<file path="src/rtl/sled_pkg.sv">
// Package for the string literal escape decoder: types, codes and the
// UTF-8 prefix tree lookup. No dependencies.
`default_nettype none
package sled_pkg;

    localparam logic [2:0] E_OK         = 3'd0;
    localparam logic [2:0] E_UNFINISHED = 3'd1;
    localparam logic [2:0] E_NEWLINE    = 3'd2;
    localparam logic [2:0] E_BADESC     = 3'd3;
    localparam logic [2:0] E_HEX        = 3'd4;
    localparam logic [2:0] E_DECBIG     = 3'd5;
    localparam logic [2:0] E_UTF8       = 3'd6;

    typedef enum logic [7:0] {
        M_IDLE    = 8'b0000_0001,
        M_NORMAL  = 8'b0000_0010,
        M_ESC     = 8'b0000_0100,
        M_HEX     = 8'b0000_1000,
        M_DEC     = 8'b0001_0000,
        M_ZAP     = 8'b0010_0000,
        M_PARTNER = 8'b0100_0000,
        M_TREE    = 8'b1000_0000
    } mode_t;

    typedef struct packed {
        logic [7:0] data_byte;
        logic       at_end;
        logic       first;
    } in_item_t;

    typedef struct packed {
        logic [7:0] out_byte;
        logic       byte_valid;
        logic       done_res;
        logic [2:0] error_code;
        logic       last;
    } out_item_t;

    // Classified work for the back end: up to two results per input.
    typedef struct packed {
        logic      two;
        out_item_t r0;
        out_item_t r1;
    } work_t;

    localparam int QDEPTH = 4;
    localparam int QAW    = 2;

    typedef struct packed {
        logic       hit;
        logic       leaf;
        logic [7:0] target;
    } edge_hit_t;

    function automatic edge_hit_t tree_lookup(input logic [5:0] node, input logic [7:0] b);
        edge_hit_t r;
        logic [13:0] k;
        r = '0;
        k = {node, b};
        r.hit = 1'b1;
        case (k)
            {6'd0,8'he2}: begin r.leaf=0; r.target=8'd1; end
            {6'd0,8'he3}: begin r.leaf=0; r.target=8'd27; end
            {6'd0,8'hc2}: begin r.leaf=0; r.target=8'd32; end
            {6'd0,8'hf0}: begin r.leaf=0; r.target=8'd33; end
            {6'd0,8'hec}: begin r.leaf=0; r.target=8'd41; end
            {6'd0,8'hcb}: begin r.leaf=0; r.target=8'd43; end
            {6'd0,8'he1}: begin r.leaf=0; r.target=8'd44; end
            {6'd1,8'h96}: begin r.leaf=0; r.target=8'd2; end
            {6'd1,8'h81}: begin r.leaf=0; r.target=8'd3; end
            {6'd1,8'h80}: begin r.leaf=0; r.target=8'd4; end
            {6'd1,8'h97}: begin r.leaf=0; r.target=8'd5; end
            {6'd1,8'hac}: begin r.leaf=0; r.target=8'd6; end
            {6'd1,8'h9c}: begin r.leaf=0; r.target=8'd16; end
            {6'd1,8'h99}: begin r.leaf=0; r.target=8'd17; end
            {6'd1,8'h98}: begin r.leaf=0; r.target=8'd18; end
            {6'd1,8'h8c}: begin r.leaf=0; r.target=8'd19; end
            {6'd1,8'h9e}: begin r.leaf=0; r.target=8'd20; end
            {6'd1,8'ha7}: begin r.leaf=0; r.target=8'd24; end
            {6'd1,8'h88}: begin r.leaf=0; r.target=8'd25; end
            {6'd1,8'h9d}: begin r.leaf=0; r.target=8'd26; end
            {6'd2,8'hae}: begin r.leaf=1; r.target=8'd16; end
            {6'd2,8'ha0}: begin r.leaf=1; r.target=8'd17; end
            {6'd2,8'ha1}: begin r.leaf=1; r.target=8'd18; end
            {6'd2,8'hb6}: begin r.leaf=1; r.target=8'd23; end
            {6'd2,8'h88}: begin r.leaf=1; r.target=8'd128; end
            {6'd2,8'h92}: begin r.leaf=1; r.target=8'd129; end
            {6'd2,8'h91}: begin r.leaf=1; r.target=8'd132; end
            {6'd2,8'ha4}: begin r.leaf=1; r.target=8'd152; end
            {6'd2,8'ha5}: begin r.leaf=1; r.target=8'd153; end
            {6'd3,8'h99}: begin r.leaf=1; r.target=8'd19; end
            {6'd3,8'h98}: begin r.leaf=1; r.target=8'd20; end
            {6'd3,8'hb4}: begin r.leaf=1; r.target=8'd4; end
            {6'd3,8'hb5}: begin r.leaf=1; r.target=8'd5; end
            {6'd3,8'hb6}: begin r.leaf=1; r.target=8'd6; end
            {6'd3,8'hb7}: begin r.leaf=1; r.target=8'd7; end
            {6'd3,8'hb8}: begin r.leaf=1; r.target=8'd8; end
            {6'd4,8'h96}: begin r.leaf=1; r.target=8'd21; end
            {6'd4,8'ha2}: begin r.leaf=1; r.target=8'd27; end
            {6'd4,8'ha6}: begin r.leaf=1; r.target=8'd144; end
            {6'd5,8'h80}: begin r.leaf=1; r.target=8'd22; end
            {6'd5,8'h8b}: begin r.leaf=1; r.target=8'd127; end
            {6'd5,8'h8f}: begin r.leaf=1; r.target=8'd134; end
            {6'd5,8'h86}: begin r.leaf=1; r.target=8'd143; end
            {6'd5,8'h9c}: begin r.leaf=1; r.target=8'd254; end
            {6'd5,8'h9d}: begin r.leaf=1; r.target=8'd255; end
            {6'd6,8'h87}: begin r.leaf=0; r.target=8'd7; end
            {6'd6,8'h85}: begin r.leaf=0; r.target=8'd10; end
            {6'd6,8'h86}: begin r.leaf=0; r.target=8'd13; end
            {6'd7,8'hef}: begin r.leaf=0; r.target=8'd8; end
            {6'd8,8'hb8}: begin r.leaf=0; r.target=8'd9; end
            {6'd9,8'h8f}: begin r.leaf=1; r.target=8'd131; end
            {6'd10,8'hef}: begin r.leaf=0; r.target=8'd11; end
            {6'd11,8'hb8}: begin r.leaf=0; r.target=8'd12; end
            {6'd12,8'h8f}: begin r.leaf=1; r.target=8'd139; end
            {6'd13,8'hef}: begin r.leaf=0; r.target=8'd14; end
            {6'd14,8'hb8}: begin r.leaf=0; r.target=8'd15; end
            {6'd15,8'h8f}: begin r.leaf=1; r.target=8'd148; end
            {6'd16,8'hbd}: begin r.leaf=1; r.target=8'd133; end
            {6'd17,8'ha5}: begin r.leaf=1; r.target=8'd135; end
            {6'd17,8'haa}: begin r.leaf=1; r.target=8'd141; end
            {6'd18,8'h89}: begin r.leaf=1; r.target=8'd136; end
            {6'd18,8'h85}: begin r.leaf=1; r.target=8'd146; end
            {6'd19,8'h82}: begin r.leaf=1; r.target=8'd138; end
            {6'd20,8'ha1}: begin r.leaf=0; r.target=8'd21; end
            {6'd21,8'hef}: begin r.leaf=0; r.target=8'd22; end
            {6'd22,8'hb8}: begin r.leaf=0; r.target=8'd23; end
            {6'd23,8'h8f}: begin r.leaf=1; r.target=8'd145; end
            {6'd24,8'h97}: begin r.leaf=1; r.target=8'd147; end
            {6'd25,8'ha7}: begin r.leaf=1; r.target=8'd150; end
            {6'd26,8'h8e}: begin r.leaf=1; r.target=8'd151; end
            {6'd27,8'h80}: begin r.leaf=0; r.target=8'd28; end
            {6'd27,8'h82}: begin r.leaf=0; r.target=8'd29; end
            {6'd27,8'h81}: begin r.leaf=0; r.target=8'd30; end
            {6'd27,8'h83}: begin r.leaf=0; r.target=8'd31; end
            {6'd28,8'h8c}: begin r.leaf=1; r.target=8'd24; end
            {6'd28,8'h8d}: begin r.leaf=1; r.target=8'd25; end
            {6'd28,8'h81}: begin r.leaf=1; r.target=8'd28; end
            {6'd28,8'h82}: begin r.leaf=1; r.target=8'd29; end
            {6'd29,8'h9b}: begin r.leaf=1; r.target=8'd30; end
            {6'd29,8'h9c}: begin r.leaf=1; r.target=8'd31; end
            {6'd29,8'h80}: begin r.leaf=1; r.target=8'd186; end
            {6'd29,8'h81}: begin r.leaf=1; r.target=8'd187; end
            {6'd29,8'h82}: begin r.leaf=1; r.target=8'd188; end
            {6'd29,8'h84}: begin r.leaf=1; r.target=8'd189; end
            {6'd29,8'h86}: begin r.leaf=1; r.target=8'd190; end
            {6'd29,8'h88}: begin r.leaf=1; r.target=8'd191; end
            {6'd29,8'h89}: begin r.leaf=1; r.target=8'd192; end
            {6'd29,8'h8a}: begin r.leaf=1; r.target=8'd193; end
            {6'd29,8'h8b}: begin r.leaf=1; r.target=8'd194; end
            {6'd29,8'h8c}: begin r.leaf=1; r.target=8'd195; end
            {6'd29,8'h8d}: begin r.leaf=1; r.target=8'd196; end
            {6'd29,8'h8f}: begin r.leaf=1; r.target=8'd197; end
            {6'd29,8'h92}: begin r.leaf=1; r.target=8'd198; end
            {6'd29,8'h93}: begin r.leaf=1; r.target=8'd199; end
            {6'd29,8'h83}: begin r.leaf=1; r.target=8'd201; end
            {6'd29,8'h85}: begin r.leaf=1; r.target=8'd202; end
            {6'd29,8'h87}: begin r.leaf=1; r.target=8'd203; end
            {6'd29,8'ha2}: begin r.leaf=1; r.target=8'd204; end
            {6'd29,8'ha4}: begin r.leaf=1; r.target=8'd205; end
            {6'd29,8'ha6}: begin r.leaf=1; r.target=8'd206; end
            {6'd29,8'ha8}: begin r.leaf=1; r.target=8'd207; end
            {6'd29,8'haa}: begin r.leaf=1; r.target=8'd208; end
            {6'd29,8'hab}: begin r.leaf=1; r.target=8'd209; end
            {6'd29,8'had}: begin r.leaf=1; r.target=8'd210; end
            {6'd29,8'haf}: begin r.leaf=1; r.target=8'd211; end
            {6'd29,8'hb1}: begin r.leaf=1; r.target=8'd212; end
            {6'd29,8'hb3}: begin r.leaf=1; r.target=8'd213; end
            {6'd29,8'hb5}: begin r.leaf=1; r.target=8'd214; end
            {6'd29,8'hb7}: begin r.leaf=1; r.target=8'd215; end
            {6'd29,8'hb9}: begin r.leaf=1; r.target=8'd216; end
            {6'd29,8'hbb}: begin r.leaf=1; r.target=8'd217; end
            {6'd29,8'hbd}: begin r.leaf=1; r.target=8'd218; end
            {6'd29,8'hbf}: begin r.leaf=1; r.target=8'd219; end
            {6'd30,8'h82}: begin r.leaf=1; r.target=8'd154; end
            {6'd30,8'h84}: begin r.leaf=1; r.target=8'd155; end
            {6'd30,8'h86}: begin r.leaf=1; r.target=8'd156; end
            {6'd30,8'h88}: begin r.leaf=1; r.target=8'd157; end
            {6'd30,8'h8a}: begin r.leaf=1; r.target=8'd158; end
            {6'd30,8'h8b}: begin r.leaf=1; r.target=8'd159; end
            {6'd30,8'h8d}: begin r.leaf=1; r.target=8'd160; end
            {6'd30,8'h8f}: begin r.leaf=1; r.target=8'd161; end
            {6'd30,8'h91}: begin r.leaf=1; r.target=8'd162; end
            {6'd30,8'h93}: begin r.leaf=1; r.target=8'd163; end
            {6'd30,8'h95}: begin r.leaf=1; r.target=8'd164; end
            {6'd30,8'h97}: begin r.leaf=1; r.target=8'd165; end
            {6'd30,8'h99}: begin r.leaf=1; r.target=8'd166; end
            {6'd30,8'h9b}: begin r.leaf=1; r.target=8'd167; end
            {6'd30,8'h9d}: begin r.leaf=1; r.target=8'd168; end
            {6'd30,8'h9f}: begin r.leaf=1; r.target=8'd169; end
            {6'd30,8'ha1}: begin r.leaf=1; r.target=8'd170; end
            {6'd30,8'ha4}: begin r.leaf=1; r.target=8'd171; end
            {6'd30,8'ha6}: begin r.leaf=1; r.target=8'd172; end
            {6'd30,8'ha8}: begin r.leaf=1; r.target=8'd173; end
            {6'd30,8'haa}: begin r.leaf=1; r.target=8'd174; end
            {6'd30,8'hab}: begin r.leaf=1; r.target=8'd175; end
            {6'd30,8'hac}: begin r.leaf=1; r.target=8'd176; end
            {6'd30,8'had}: begin r.leaf=1; r.target=8'd177; end
            {6'd30,8'hae}: begin r.leaf=1; r.target=8'd178; end
            {6'd30,8'haf}: begin r.leaf=1; r.target=8'd179; end
            {6'd30,8'hb2}: begin r.leaf=1; r.target=8'd180; end
            {6'd30,8'hb5}: begin r.leaf=1; r.target=8'd181; end
            {6'd30,8'hb8}: begin r.leaf=1; r.target=8'd182; end
            {6'd30,8'hbb}: begin r.leaf=1; r.target=8'd183; end
            {6'd30,8'hbe}: begin r.leaf=1; r.target=8'd184; end
            {6'd30,8'hbf}: begin r.leaf=1; r.target=8'd185; end
            {6'd30,8'ha3}: begin r.leaf=1; r.target=8'd200; end
            {6'd31,8'h81}: begin r.leaf=1; r.target=8'd220; end
            {6'd31,8'h84}: begin r.leaf=1; r.target=8'd221; end
            {6'd31,8'h86}: begin r.leaf=1; r.target=8'd222; end
            {6'd31,8'h88}: begin r.leaf=1; r.target=8'd223; end
            {6'd31,8'h8a}: begin r.leaf=1; r.target=8'd224; end
            {6'd31,8'h8b}: begin r.leaf=1; r.target=8'd225; end
            {6'd31,8'h8c}: begin r.leaf=1; r.target=8'd226; end
            {6'd31,8'h8d}: begin r.leaf=1; r.target=8'd227; end
            {6'd31,8'h8e}: begin r.leaf=1; r.target=8'd228; end
            {6'd31,8'h8f}: begin r.leaf=1; r.target=8'd229; end
            {6'd31,8'h92}: begin r.leaf=1; r.target=8'd230; end
            {6'd31,8'h95}: begin r.leaf=1; r.target=8'd231; end
            {6'd31,8'h98}: begin r.leaf=1; r.target=8'd232; end
            {6'd31,8'h9b}: begin r.leaf=1; r.target=8'd233; end
            {6'd31,8'h9e}: begin r.leaf=1; r.target=8'd234; end
            {6'd31,8'h9f}: begin r.leaf=1; r.target=8'd235; end
            {6'd31,8'ha0}: begin r.leaf=1; r.target=8'd236; end
            {6'd31,8'ha1}: begin r.leaf=1; r.target=8'd237; end
            {6'd31,8'ha2}: begin r.leaf=1; r.target=8'd238; end
            {6'd31,8'ha4}: begin r.leaf=1; r.target=8'd239; end
            {6'd31,8'ha6}: begin r.leaf=1; r.target=8'd240; end
            {6'd31,8'ha8}: begin r.leaf=1; r.target=8'd241; end
            {6'd31,8'ha9}: begin r.leaf=1; r.target=8'd242; end
            {6'd31,8'haa}: begin r.leaf=1; r.target=8'd243; end
            {6'd31,8'hab}: begin r.leaf=1; r.target=8'd244; end
            {6'd31,8'hac}: begin r.leaf=1; r.target=8'd245; end
            {6'd31,8'had}: begin r.leaf=1; r.target=8'd246; end
            {6'd31,8'haf}: begin r.leaf=1; r.target=8'd247; end
            {6'd31,8'hb2}: begin r.leaf=1; r.target=8'd248; end
            {6'd31,8'hb3}: begin r.leaf=1; r.target=8'd249; end
            {6'd31,8'h83}: begin r.leaf=1; r.target=8'd250; end
            {6'd31,8'ha3}: begin r.leaf=1; r.target=8'd251; end
            {6'd31,8'ha5}: begin r.leaf=1; r.target=8'd252; end
            {6'd31,8'ha7}: begin r.leaf=1; r.target=8'd253; end
            {6'd32,8'ha5}: begin r.leaf=1; r.target=8'd26; end
            {6'd32,8'hb9}: begin r.leaf=1; r.target=8'd1; end
            {6'd32,8'hb2}: begin r.leaf=1; r.target=8'd2; end
            {6'd32,8'hb3}: begin r.leaf=1; r.target=8'd3; end
            {6'd33,8'h9f}: begin r.leaf=0; r.target=8'd34; end
            {6'd34,8'h90}: begin r.leaf=0; r.target=8'd35; end
            {6'd34,8'h98}: begin r.leaf=0; r.target=8'd36; end
            {6'd34,8'h85}: begin r.leaf=0; r.target=8'd37; end
            {6'd35,8'hb1}: begin r.leaf=1; r.target=8'd130; end
            {6'd36,8'h90}: begin r.leaf=1; r.target=8'd140; end
            {6'd37,8'hbe}: begin r.leaf=0; r.target=8'd38; end
            {6'd38,8'hef}: begin r.leaf=0; r.target=8'd39; end
            {6'd39,8'hb8}: begin r.leaf=0; r.target=8'd40; end
            {6'd40,8'h8f}: begin r.leaf=1; r.target=8'd142; end
            {6'd41,8'h9b}: begin r.leaf=0; r.target=8'd42; end
            {6'd42,8'h83}: begin r.leaf=1; r.target=8'd137; end
            {6'd43,8'h87}: begin r.leaf=1; r.target=8'd149; end
            {6'd44,8'hb5}: begin r.leaf=0; r.target=8'd45; end
            {6'd44,8'hb6}: begin r.leaf=0; r.target=8'd46; end
            {6'd45,8'h87}: begin r.leaf=1; r.target=8'd11; end
            {6'd45,8'h89}: begin r.leaf=1; r.target=8'd14; end
            {6'd46,8'h9c}: begin r.leaf=1; r.target=8'd12; end
            {6'd46,8'ha0}: begin r.leaf=1; r.target=8'd15; end
            default: r = '0;
        endcase
        return r;
    endfunction

endpackage
`default_nettype wire

</file>
<file path="src/rtl/sled_stream_if.sv">
// Valid/ready stream interface carrying one payload struct.
// Depends on sled_pkg.
`default_nettype none
interface sled_in_if;
    import sled_pkg::*;
    logic     valid;
    logic     ready;
    in_item_t payload;
    modport source (output valid, output payload, input ready);
    modport sink (input valid, input payload, output ready);
endinterface

interface sled_out_if;
    import sled_pkg::*;
    logic      valid;
    logic      ready;
    out_item_t payload;
    modport source (output valid, output payload, input ready);
    modport sink (input valid, input payload, output ready);
endinterface
`default_nettype wire

</file>
<file path="src/rtl/sled_front.sv">
// Front end: decoder state machine, classifies each byte into up to two results.
// Depends on sled_pkg.
`default_nettype none
module sled_front
    import sled_pkg::*;
(
    input  wire logic     clk,
    input  wire logic     rst_n,
    input  wire logic     in_valid,
    output logic          in_ready,
    input  wire in_item_t in_item,
    output logic          wr_en,
    output work_t         wr_work,
    input  wire logic     q_full
);
    mode_t       mode_reg, mode_next;
    logic [7:0]  delim_reg, delim_next;
    logic [9:0]  val_reg, val_next;
    logic [1:0]  cnt_reg, cnt_next;
    logic [5:0]  node_reg, node_next;
    logic        cr_reg, cr_next;

    logic [7:0]  b;
    logic        fin;
    logic        take;
    logic [3:0]  hexd;
    logic        is_hex, is_dig, is_ws, is_nl;
    logic [9:0]  hex_acc;
    logic [13:0] dec_acc;
    edge_hit_t   root_hit, walk_hit;
    out_item_t   res [2];
    logic [1:0]  nres;

    assign in_ready = !q_full;
    assign take = in_valid && in_ready;
    assign b = in_item.data_byte;
    assign fin = in_item.at_end;

    always_comb
    begin
        is_dig = (b >= 8'h30) && (b <= 8'h39);
        is_hex = is_dig || (b >= 8'h61 && b <= 8'h66) || (b >= 8'h41 && b <= 8'h46);
        if (is_dig)
            hexd = b[3:0];
        else
            hexd = b[3:0] + 4'd9;
        is_ws = (b == 8'h20) || (b >= 8'h09 && b <= 8'h0d);
        is_nl = (b == 8'h0a) || (b == 8'h0d);
        hex_acc = {val_reg[5:0], hexd};
        dec_acc = {val_reg, 3'b0} + {3'b0, val_reg, 1'b0} + {10'b0, b[3:0]};
    end

    assign root_hit = tree_lookup(6'd0, b);
    assign walk_hit = tree_lookup(node_reg, b);

    always_comb
    begin
        logic nb;
        logic [7:0] ec;
        mode_next  = mode_reg;
        delim_next = delim_reg;
        val_next   = val_reg;
        cnt_next   = cnt_reg;
        node_next  = node_reg;
        cr_next    = cr_reg;
        res[0] = '0;
        res[1] = '0;
        nres = 2'd0;
        nb = 1'b0;
        ec = 8'd0;

        if (in_item.first && !fin)
        begin
            mode_next = M_NORMAL;
            delim_next = b;
            val_next = '0;
            cnt_next = '0;
            node_next = '0;
            cr_next = 1'b0;
        end
        else
        begin
            case (mode_reg)
                M_IDLE: ;
                M_NORMAL: nb = 1'b1;
                M_ESC:
                begin
                    mode_next = M_NORMAL;
                    if (fin)
                    begin
                        res[0].error_code = E_UNFINISHED;
                        nres = 2'd1;
                        mode_next = M_IDLE;
                    end
                    else
                    begin
                        case (b)
                            8'h2a: ec = 8'd1;
                            8'h23: ec = 8'd2;
                            8'h2d: ec = 8'd3;
                            8'h7c: ec = 8'd4;
                            8'h2b: ec = 8'd5;
                            8'h5e: ec = 8'd6;
                            8'h61: ec = 8'd7;
                            8'h62: ec = 8'd8;
                            8'h66: ec = 8'd12;
                            8'h6e: ec = 8'd10;
                            8'h72: ec = 8'd13;
                            8'h74: ec = 8'd9;
                            8'h76: ec = 8'd11;
                            8'h5c, 8'h22, 8'h27: ec = b;
                            8'h0a, 8'h0d: ec = 8'd10;
                            default: ec = 8'd0;
                        endcase
                        if (b == 8'h78)
                        begin
                            val_next = '0;
                            cnt_next = '0;
                            mode_next = M_HEX;
                        end
                        else if (b == 8'h7a)
                            mode_next = M_ZAP;
                        else if (is_dig)
                        begin
                            val_next = {6'd0, b[3:0]};
                            cnt_next = 2'd1;
                            mode_next = M_DEC;
                        end
                        else if (ec == 8'd0)
                        begin
                            res[0].error_code = E_BADESC;
                            nres = 2'd1;
                            mode_next = M_IDLE;
                        end
                        else
                        begin
                            res[0].out_byte = ec;
                            res[0].byte_valid = 1'b1;
                            nres = 2'd1;
                            if (is_nl)
                            begin
                                cr_next = (b == 8'h0d);
                                mode_next = M_PARTNER;
                            end
                        end
                    end
                end
                M_HEX:
                begin
                    if (fin || !is_hex)
                    begin
                        res[0].error_code = E_HEX;
                        nres = 2'd1;
                        mode_next = M_IDLE;
                    end
                    else
                    begin
                        val_next = hex_acc;
                        cnt_next = cnt_reg + 2'd1;
                        if (cnt_reg == 2'd1)
                        begin
                            res[0].out_byte = hex_acc[7:0];
                            res[0].byte_valid = 1'b1;
                            nres = 2'd1;
                            mode_next = M_NORMAL;
                        end
                    end
                end
                M_DEC:
                begin
                    if (!fin && is_dig)
                    begin
                        val_next = dec_acc[9:0];
                        cnt_next = cnt_reg + 2'd1;
                        if (cnt_reg == 2'd2)
                        begin
                            nres = 2'd1;
                            if (dec_acc > 14'd255)
                            begin
                                res[0].error_code = E_DECBIG;
                                mode_next = M_IDLE;
                            end
                            else
                            begin
                                res[0].out_byte = dec_acc[7:0];
                                res[0].byte_valid = 1'b1;
                                mode_next = M_NORMAL;
                            end
                        end
                    end
                    else
                    begin
                        res[0].out_byte = val_reg[7:0];
                        res[0].byte_valid = 1'b1;
                        nres = 2'd1;
                        nb = 1'b1;
                    end
                end
                M_ZAP: nb = fin || !is_ws;
                M_PARTNER:
                begin
                    if (!fin && is_nl && ((b == 8'h0d) != cr_reg))
                        mode_next = M_NORMAL;
                    else
                        nb = 1'b1;
                end
                M_TREE:
                begin
                    nres = 2'd1;
                    if (fin)
                    begin
                        res[0].error_code = E_UTF8;
                        mode_next = M_IDLE;
                    end
                    else if (!walk_hit.hit)
                    begin
                        node_next = '0;
                        res[0].error_code = E_UTF8;
                        mode_next = M_IDLE;
                    end
                    else if (walk_hit.leaf)
                    begin
                        node_next = '0;
                        res[0].out_byte = walk_hit.target;
                        res[0].byte_valid = 1'b1;
                        mode_next = M_NORMAL;
                    end
                    else
                    begin
                        nres = 2'd0;
                        node_next = walk_hit.target[5:0];
                    end
                end
                default: ;
            endcase

            if (nb)
            begin
                out_item_t r;
                r = '0;
                mode_next = M_NORMAL;
                if (fin)
                begin
                    r.error_code = E_UNFINISHED;
                    mode_next = M_IDLE;
                end
                else if (b == delim_reg)
                begin
                    r.done_res = 1'b1;
                    mode_next = M_IDLE;
                end
                else if (is_nl)
                begin
                    r.error_code = E_NEWLINE;
                    mode_next = M_IDLE;
                end
                else if (b == 8'h5c)
                    mode_next = M_ESC;
                else if (root_hit.hit && !root_hit.leaf)
                begin
                    node_next = root_hit.target[5:0];
                    mode_next = M_TREE;
                end
                else
                begin
                    r.out_byte = b;
                    r.byte_valid = 1'b1;
                end
                if (r.byte_valid || r.done_res || r.error_code != E_OK)
                begin
                    if (nres == 2'd0)
                        res[0] = r;
                    else
                        res[1] = r;
                    nres = nres + 2'd1;
                end
            end
        end
        if (nres == 2'd1)
            res[0].last = 1'b1;
        if (nres == 2'd2)
            res[1].last = 1'b1;
    end

    assign wr_en = take && (nres != 2'd0);
    assign wr_work = '{two: nres[1], r0: res[0], r1: res[1]};

    always_ff @(posedge clk or negedge rst_n)
    begin
        if (!rst_n)
        begin
            mode_reg  <= M_IDLE;
            delim_reg <= '0;
            val_reg   <= '0;
            cnt_reg   <= '0;
            node_reg  <= '0;
            cr_reg    <= 1'b0;
        end
        else if (take)
        begin
            mode_reg  <= mode_next;
            delim_reg <= delim_next;
            val_reg   <= val_next;
            cnt_reg   <= cnt_next;
            node_reg  <= node_next;
            cr_reg    <= cr_next;
        end
    end
endmodule
`default_nettype wire

</file>
<file path="src/rtl/sled_queue.sv">
// Short FIFO of classified work between front and back ends.
// Depends on sled_pkg.
`default_nettype none
module sled_queue
    import sled_pkg::*;
(
    input  wire logic  clk,
    input  wire logic  rst_n,
    input  wire logic  wr_en,
    input  wire work_t wr_work,
    output logic       full,
    output logic       rd_valid,
    output work_t      rd_work,
    input  wire logic  rd_en
);
    work_t          slot_reg [QDEPTH];
    logic [QAW-1:0] wp_reg, rp_reg;
    logic [QAW:0]   cnt_reg;

    assign full = (cnt_reg == (QAW+1)'(QDEPTH));
    assign rd_valid = (cnt_reg != '0);
    assign rd_work = slot_reg[rp_reg];

    always_ff @(posedge clk)
    begin
        if (wr_en)
            slot_reg[wp_reg] <= wr_work;
    end

    always_ff @(posedge clk or negedge rst_n)
    begin
        if (!rst_n)
        begin
            wp_reg <= '0;
            rp_reg <= '0;
            cnt_reg <= '0;
        end
        else
        begin
            if (wr_en)
                wp_reg <= wp_reg + 1'b1;
            if (rd_en)
                rp_reg <= rp_reg + 1'b1;
            cnt_reg <= cnt_reg + (QAW+1)'(wr_en) - (QAW+1)'(rd_en);
        end
    end
endmodule
`default_nettype wire

</file>
<file path="src/rtl/sled_back.sv">
// Back end: pops work entries and sends their one or two results out.
// Depends on sled_pkg.
`default_nettype none
module sled_back
    import sled_pkg::*;
(
    input  wire logic  clk,
    input  wire logic  rst_n,
    input  wire logic  rd_valid,
    input  wire work_t rd_work,
    output logic       rd_en,
    output logic       out_valid,
    output out_item_t  out_item,
    input  wire logic  out_ready
);
    logic sec_reg;
    logic fire;

    assign out_valid = rd_valid;
    assign out_item = sec_reg ? rd_work.r1 : rd_work.r0;
    assign fire = out_valid && out_ready;
    assign rd_en = fire && (sec_reg || !rd_work.two);

    always_ff @(posedge clk or negedge rst_n)
    begin
        if (!rst_n)
            sec_reg <= 1'b0;
        else if (fire)
            sec_reg <= !sec_reg && rd_work.two;
    end
endmodule
`default_nettype wire

</file>
<file path="src/rtl/string_literal_escape_decoder.sv">
// String literal escape decoder, top level: front end, work queue, back end.
// Each result is written into the work queue when its byte is accepted.
// Throughput: one byte per cycle while the queue is not full; a byte giving
// two results holds the output for both, and the four-entry queue absorbs it.
// Reset: asynchronous, active low; idle, no literal open, queue empty.
`default_nettype none
module string_literal_escape_decoder
    import sled_pkg::*;
(
    input wire logic clk,
    input wire logic rst_n,
    sled_in_if.sink  in_ch,
    sled_out_if.source out_ch
);
    logic  wr_en, q_full, rd_valid, rd_en;
    work_t wr_work, rd_work;

    sled_front u_front (
        .clk(clk), .rst_n(rst_n),
        .in_valid(in_ch.valid), .in_ready(in_ch.ready), .in_item(in_ch.payload),
        .wr_en(wr_en), .wr_work(wr_work), .q_full(q_full)
    );

    sled_queue u_queue (
        .clk(clk), .rst_n(rst_n),
        .wr_en(wr_en), .wr_work(wr_work), .full(q_full),
        .rd_valid(rd_valid), .rd_work(rd_work), .rd_en(rd_en)
    );

    sled_back u_back (
        .clk(clk), .rst_n(rst_n),
        .rd_valid(rd_valid), .rd_work(rd_work), .rd_en(rd_en),
        .out_valid(out_ch.valid), .out_item(out_ch.payload), .out_ready(out_ch.ready)
    );

    a_one_kind: assert property (@(posedge clk) disable iff (!rst_n)
        out_ch.valid |-> $countones({out_ch.payload.byte_valid, out_ch.payload.done_res,
                                     out_ch.payload.error_code != E_OK}) == 1)
        else $error("result is not exactly one kind");

    a_end_last: assert property (@(posedge clk) disable iff (!rst_n)
        (out_ch.valid && (out_ch.payload.done_res || out_ch.payload.error_code != E_OK))
        |-> out_ch.payload.last)
        else $error("done or error result not last");

    a_no_write_full: assert property (@(posedge clk) disable iff (!rst_n)
        q_full |-> !wr_en)
        else $error("queue written while full");
endmodule
`default_nettype wire
</file>
<file path="src/flat_wrapper.sv">
// flat-port wrapper written by rule: the top's interface ports become plain ports
module string_literal_escape_decoder_flat import sled_pkg::*;
  (clk, rst_n, in_ch_valid, in_ch_payload, in_ch_ready, out_ch_valid, out_ch_payload, out_ch_ready);
  sled_in_if in_ch_i ();
  sled_out_if out_ch_i ();
  input wire logic clk;
  input wire logic rst_n;
  input wire logic [$bits(in_ch_i.valid)-1:0] in_ch_valid;
  input wire logic [$bits(in_ch_i.payload)-1:0] in_ch_payload;
  output wire logic [$bits(in_ch_i.ready)-1:0] in_ch_ready;
  output wire logic [$bits(out_ch_i.valid)-1:0] out_ch_valid;
  output wire logic [$bits(out_ch_i.payload)-1:0] out_ch_payload;
  input wire logic [$bits(out_ch_i.ready)-1:0] out_ch_ready;
  assign in_ch_i.valid = in_ch_valid;
  assign in_ch_i.payload = in_ch_payload;
  assign in_ch_ready = in_ch_i.ready;
  assign out_ch_valid = out_ch_i.valid;
  assign out_ch_payload = out_ch_i.payload;
  assign out_ch_i.ready = out_ch_ready;
  string_literal_escape_decoder u_core (.clk(clk), .rst_n(rst_n), .in_ch(in_ch_i), .out_ch(out_ch_i));
endmodule
</file>
<file path="config.mk">
export PLATFORM = sky130hd
export DESIGN_NAME = string_literal_escape_decoder_flat
export DESIGN_NICKNAME = d
export VERILOG_FILES = /design/src/rtl/sled_pkg.sv /design/src/rtl/sled_stream_if.sv /design/src/rtl/sled_front.sv /design/src/rtl/sled_queue.sv /design/src/rtl/sled_back.sv /design/src/rtl/string_literal_escape_decoder.sv /design/src/flat_wrapper.sv
export SDC_FILE = /design/constraint.sdc
export NUM_CORES = 1
export LEC_CHECK = 0
export BUFFER_PORTS_ARGS = -buffer_cell sky130_fd_sc_hd__clkbuf_2
export CAP_MARGIN = 40
export CELL_PAD_IN_SITES_DETAIL_PLACEMENT = 0
export CELL_PAD_IN_SITES_GLOBAL_PLACEMENT = 1
export CORE_ASPECT_RATIO = 1.2
export CORE_MARGIN = 2
export CORE_UTILIZATION = 35
export CTS_CLUSTER_DIAMETER = 50
export DETAILED_ROUTE_END_ITERATION = 10
export PLACE_DENSITY = 0.67
export SLEW_MARGIN = 20
export SYNTH_ARGS = -nofsm -noshare
export SYNTH_HDL_FRONTEND = slang
export SYNTH_HIERARCHICAL = 1
export SYNTH_SLANG_ARGS = --single-unit
</file>
<file path="constraint.sdc">
create_clock -name clk -period 5.75 [get_ports clk]
set_input_delay 1.725 -clock clk [delete_from_list [all_inputs] [get_ports clk]]
set_output_delay 1.725 -clock clk [all_outputs]
set_load 0.1 [all_outputs]
</file>
Word-level counts from Yosys, hierarchy flattened
Memories as Yosys holds them, arrays and structs flattened. Index checks and enable logic that the tools add are counted.

Memories kept: 1. RAM bits: 116. Register bits: 43. Logic and storage cells: 472.

Eq/ne operators: 260. Magnitude comparators: 9. Add/sub/neg operators: 9. Reductions and logical operators: 47. Multiplexer cells: 136.

Memory list: u_core.u_queue.slot_reg (words 4, width 29, rd ports 1, clocked after Yosys merged registers in 0, write ports 1, RTL line sled_queue.sv:16) `work_t slot_reg [QDEPTH];`.

Operator list (count): case mux 9 bit (203 select lines) (1); == test 14 x 13 -> 1 bit, second input constant (123); == test 14 bit, second input constant (23); == test 14 x 10 -> 1 bit, second input constant (16); OR reduction 203 bit (1); == test 14 x 11 -> 1 bit, second input constant (13); == test 14 x 9 -> 1 bit, second input constant (13); 2-to-1 mux 9 bit (17); 2-to-1 mux 8 bit (18); == test 14 x 12 -> 1 bit, second input constant (8); case mux 8 bit (14 select lines) (1); == test 8 x 7 -> 1 bit, second input constant (13); 2-to-1 mux 10 bit (10); == test 14 x 8 -> 1 bit, second input constant (7); 2-to-1 mux 28 bit (3); 2-to-1 mux 6 bit (11); == test 8 x 6 -> 1 bit, second input constant (8); == test 8 bit, second input constant (8); 2-to-1 mux 14 bit (3); 2-to-1 mux 2 bit (21); 2-to-1 mux 7 bit (6); case mux 6 bit (7 select lines) (1); case mux 8 bit (5 select lines) (1); case mux 9 bit (4 select lines) (1); 51 further kinds (134).

Depth between registers and ports, before layout
Depth after elaboration: 20. Depth in mapped cells: 22. Gate-level depth less buffers: 17.

Modules after synthesis
Netlist, hierarchy kept.

By module, submodules not included: sled_front (seq. area each 877.1 µm², times used 1, area an instance 8100.3 µm², cells an instance 1166); sled_queue (seq. area each 3658.5 µm², times used 1, area an instance 4574.4 µm², cells an instance 185); sled_back (seq. area each 25.0 µm², times used 1, area an instance 280.3 µm², cells an instance 22).

Worst setup path before layout
Ideal clock, no wire load.

Path type: input -> register. From: input in_ch_payload[2]. To: memory u_core/u_queue/slot_reg[0][0] in the netlist's numbering, enable pin. Setup time: 389 ps. Data required time: 5361 ps. Setup slack: -677 ps. Arrival: 6039 ps. Cell stages on the path: 18. Buffers on the path: 3. Cells stage by stage: clkbuf_1 -> inv_1 -> ha_1 -> clkbuf_1 -> o211a_1 -> and4_4 -> a211oi_2 -> nand4bb_1 -> or4b_1 -> a2111oi_4 -> a31oi_1 -> clkbuf_1 -> ha_1 -> nor2_1 -> nor2_1 -> a21oi_1 -> nor2_1 -> and2_1.

Word-level cells in the longest chain between the ends: 20.

Ends and longest elaborated chain: start: declaration (RTL line flat_wrapper.sv:9) `input wire logic [$bits(in_ch_i.payload)-1:0] in_ch_payload;`; parallel branches: the longest is 14 deep, another holds adder 2 x 1 -> 2 bit; 2-to-1 mux 2 bit (*) (RTL line sled_front.sv:237) `if (nb)`; 2-to-1 mux 2 bit (*) (RTL line sled_front.sv:72) `if (in_item.first && !fin)`; nonzero test 2 bit (*) (RTL line sled_front.sv:285) `assign wr_en = take && (nres != 2'd0);`; logical AND 1 bit (*) (RTL line sled_front.sv:285); named net u_core.wr_en (RTL line string_literal_escape_decoder.sv:15) `logic wr_en, q_full, rd_valid, rd_en;`; 2-to-1 mux 1 bit (*) (RTL line sled_queue.sv:26) `if (wr_en)`; 2-to-1 mux 1 bit (implied by the code) (*) (RTL line sled_queue.sv:27) `slot_reg[wp_reg] <= wr_work;`; end: declaration (RTL line sled_queue.sv:16).

Mark *: on every way through the listed nets, which the timed path passes. The select of a mux whose other input is x is not followed.

==> run metrics <==
Async S/R FF share, synth 27.0%; max reg flops 116; endpoints failing hold 0; vias in the first global route 13.4k; fin crit share 95.9%; total grt overflow 0; status finished, final reports clean; RSZ-0062 raised after global routing false; Core Rows 77; dpl hpwl 54100 µm; H-tree Lvls 4; Peak supply drop 0.309 mV; EDFF count, synth 116; part of the power in the clock network 24.5%; Total GRT Usage 34.4%; crit start category input pin; Tightest Hold Check Type reg -> reg; largest net degree at the start of global routing 44; Leakage 6.27 nW; combinational power share 43.7%; fmax 0.181 GHz; number of buffers created by CTS 17; Power Total 4.87 mW; CTS tree yes; postcts setup bufs 0; Mapped Cells 1373; mean post-synth cell area 9.44 µm²; Area Growth Syn to Fin 24.6%; worst clock skew 0.00985 ns; die outline area 0.0386 mm²; maxcap violations 0; RD Place Congestion 1.03; ANT cells 0; first-pass GRT wire length 96300 µm; hold_buf cts 0; buffer levels on the longest clock path 2; post-DR wirelength/cell 32.7 µm; min Tclk post-route 5.51 ns; most used cell, CP ha_1; critical-path maximum fanout 22; # fillers 3564; initial drt markers 1467; Top delay family on crit path compound AO/OA/AOI/OAI gates; via/cell ratio 6.47; WP buf/inv 1; max-slew violations 0; WP data required 5.97 ns; most frequent cells in the layout buf_4 (268), edfxtp_1 (116), nor2_1 (104); syn_nets 1423; drt total wl 67700 µm; CTS clk-pin slew, worst paths 0.07 ns; Seq/Total Area, Yosys 35.2%; chip width 180 µm; sw frac 41.7%; I/O pin count 30; drt first pass iters 6; Clock Tree Root clkbuf_16; Yosys reg bits 159; Inst Count DP 2037; Skew-Pair Late Insertion Delay 0.43 ns; most common cell after layout, fill and taps aside buf_4; area post-placement 0.0155 mm²; slowest CP cell buf_2; crit end category flip-flop; drt drc 0; library cells used by synthesis 106; post-layout instance count excluding filler cells 2071; Buffers on Ports 29; Antenna Nets Post-Route 0; CTS sink count 159; Min Hold Slack 0.520 ns; Cell Area, Synth 0.0130 mm²; CP Cell Sequence buf_2 -> ha_1 -> ha_1 -> fa_1 -> a211oi_1 -> o21ai_0 -> a211o_1 -> a221o_1 -> a211oi_2 -> and2_1 -> nand3_1 -> a31oi_1 -> a2bb2oi_1; Int Power 2.84 mW; Core ar. 0.0367 mm²; Most used DFF post-synth edfxtp_1; Layout Cell Area excl Fill 0.0161 mm²; Pwr per Cell Area 302 mW/mm²; post_cts resized 0; chip height 215 µm; initial antenna violation count 0; vias 13.4k; P_sw 2.03 mW; Initial Utilization 35.3%; Slew headroom 38.6%; Final setup viols 0; critical path class in -> reg; fin nets 1634; Synth Warn # 6; Arr. time, crit path 5.73 ns; layout cell share with drive strength beyond 1 29.4%; Worst-Margin Slew 0.907 ns; Sequential Power Share 31.8%; max incr delay on CP 0.47 ns
## layout make-up
cell class	instances	area [µm²]	area share (%)
multi-input combinational	1060	7720	47.8
sequential	159	4560	28.3
timing repair buffer	319	2540	15.7
tap	474	593	3.68
clock buffer	17	425	2.64
clock inverter	15	201	1.25
inverter	27	101	0.628
## cells by family (layout without fill, tap and decap cells)
logic type | count (synthesis) | count (layout) | synth area share [%]
AOI/OAI and AO/OA | 383 | 383 | 20.8
DFF | 159 | 159 | 35.2
adders and majority gates | 36 | 36 | 3.65
buffers and inverters | 154 | 378 | 6.05
other | 1 | 1 | 0.0289
and+or+nand+nor | 558 | 558 | 24.9
xor gates and xnor gates | 27 | 27 | 1.83
muxes | 55 | 55 | 7.57
## cell usage after synthesis (14+ instances only)
cell type  number  area share (%)
edfxtp_1      116              27
nor2_1        107             3.1
nand2_1        89             2.6
a21oi_1        77             3.0
o21ai_0        69             2.7
clkbuf_1       62             1.8
nand3_1        53             2.0
dfrtp_1        42             8.1
buf_2          37             1.4
nor3_1         35             1.4
ha_1           33             3.2
nand4_1        33             1.6
mux4_2         28             4.9
inv_1          27            0.78
o22ai_1        24             1.2
o31ai_1        24             1.4
nor4_1         22             1.1
a31oi_1        20            0.97
nand2b_1       20            0.97
nor2b_1        20            0.97
and3_1         19            0.92
and2_1         18            0.87
a211oi_1       16            0.93
a22oi_1        16            0.93
mux2_2         15             1.3
xor2_1         15             1.0
or2_2          14            0.68
or3_1          14            0.68
## per-stage QoR
step / utilization (%) / setup TNS (ns) / setup WS, ns
finish: 44.0 / 0 / 0.236
global route: 44.0 / 0 / 0.00596
CTS: 43.9 / 0 / 0.228
detailed placement: 42.2 / -3.61 / -0.181
global placement: 42.1 / -18.24 / -0.265
floorplan: - / 0 / 0.00319
## final timing paths
| check | startpoint | endpoint | slack [ns] | depth (start not counted) |
|---|---|---|---|---|
| worst min register to register | u_core/u_front/mode_reg[0]$_DFFE_PN1P_ | u_core/u_front/mode_reg[0]$_DFFE_PN1P_ | 0.52 | 2 |
| worst min-delay path | u_core/u_front/mode_reg[0]$_DFFE_PN1P_ | u_core/u_front/mode_reg[0]$_DFFE_PN1P_ | 0.52 | 2 |
| min in group asynchronous | rst_n | u_core/u_back/sec_reg$_DFFE_PN0P_ | 1.38 | 2 |
| worst max register to register | u_core/u_front/node_reg[5]$_DFFE_PN0P_ | u_core/u_queue/cnt_reg[2]$_DFF_PN0_ | 1.00 | 17 |
| max in group asynchronous | rst_n | u_core/u_front/val_reg[7]$_DFFE_PN0P_ | 3.91 | 2 |
| worst max-delay path | in_ch_payload[4] | u_core/u_queue/slot_reg[2][26]$_DFFE_PP_ | 0.24 | 13 |
## metal layers
layer / GRT usage [%] / vias to the layer above / routed length, µm
li1: - / 5820 / -
met1: 38.0 / 6530 / 24000
met2: 60.3 / 761 / 33400
met3: 4.41 / 279 / 4100
met4: 26.1 / 0 / 6160
met5: 0 / - / 0
## worst register-to-register path, delay by kind of cell (launching register included)
kind,cells,cell delay (ns)
adder cells (fa/ha/maj),3,0.92
AO/OA/AOI/OAI,4,0.79
AND/OR/NAND/NOR,7,1.70
buffers and inverters,2,0.53
XOR/XNOR,1,0.14
flip-flops,1,0.58
## power groups by stage
stage,Sequential (mW),Clock (mW),Combinational [mW]
finish,1.55,1.19,2.13
CTS,1.56,1.21,2.13
detailed placement,1.58,0,2.13
floorplan,1.48,0,1.69
global route,1.57,1.26,2.23
global placement,1.60,0,2.06
No activity file was read; power rests on OpenSTA's default activity.
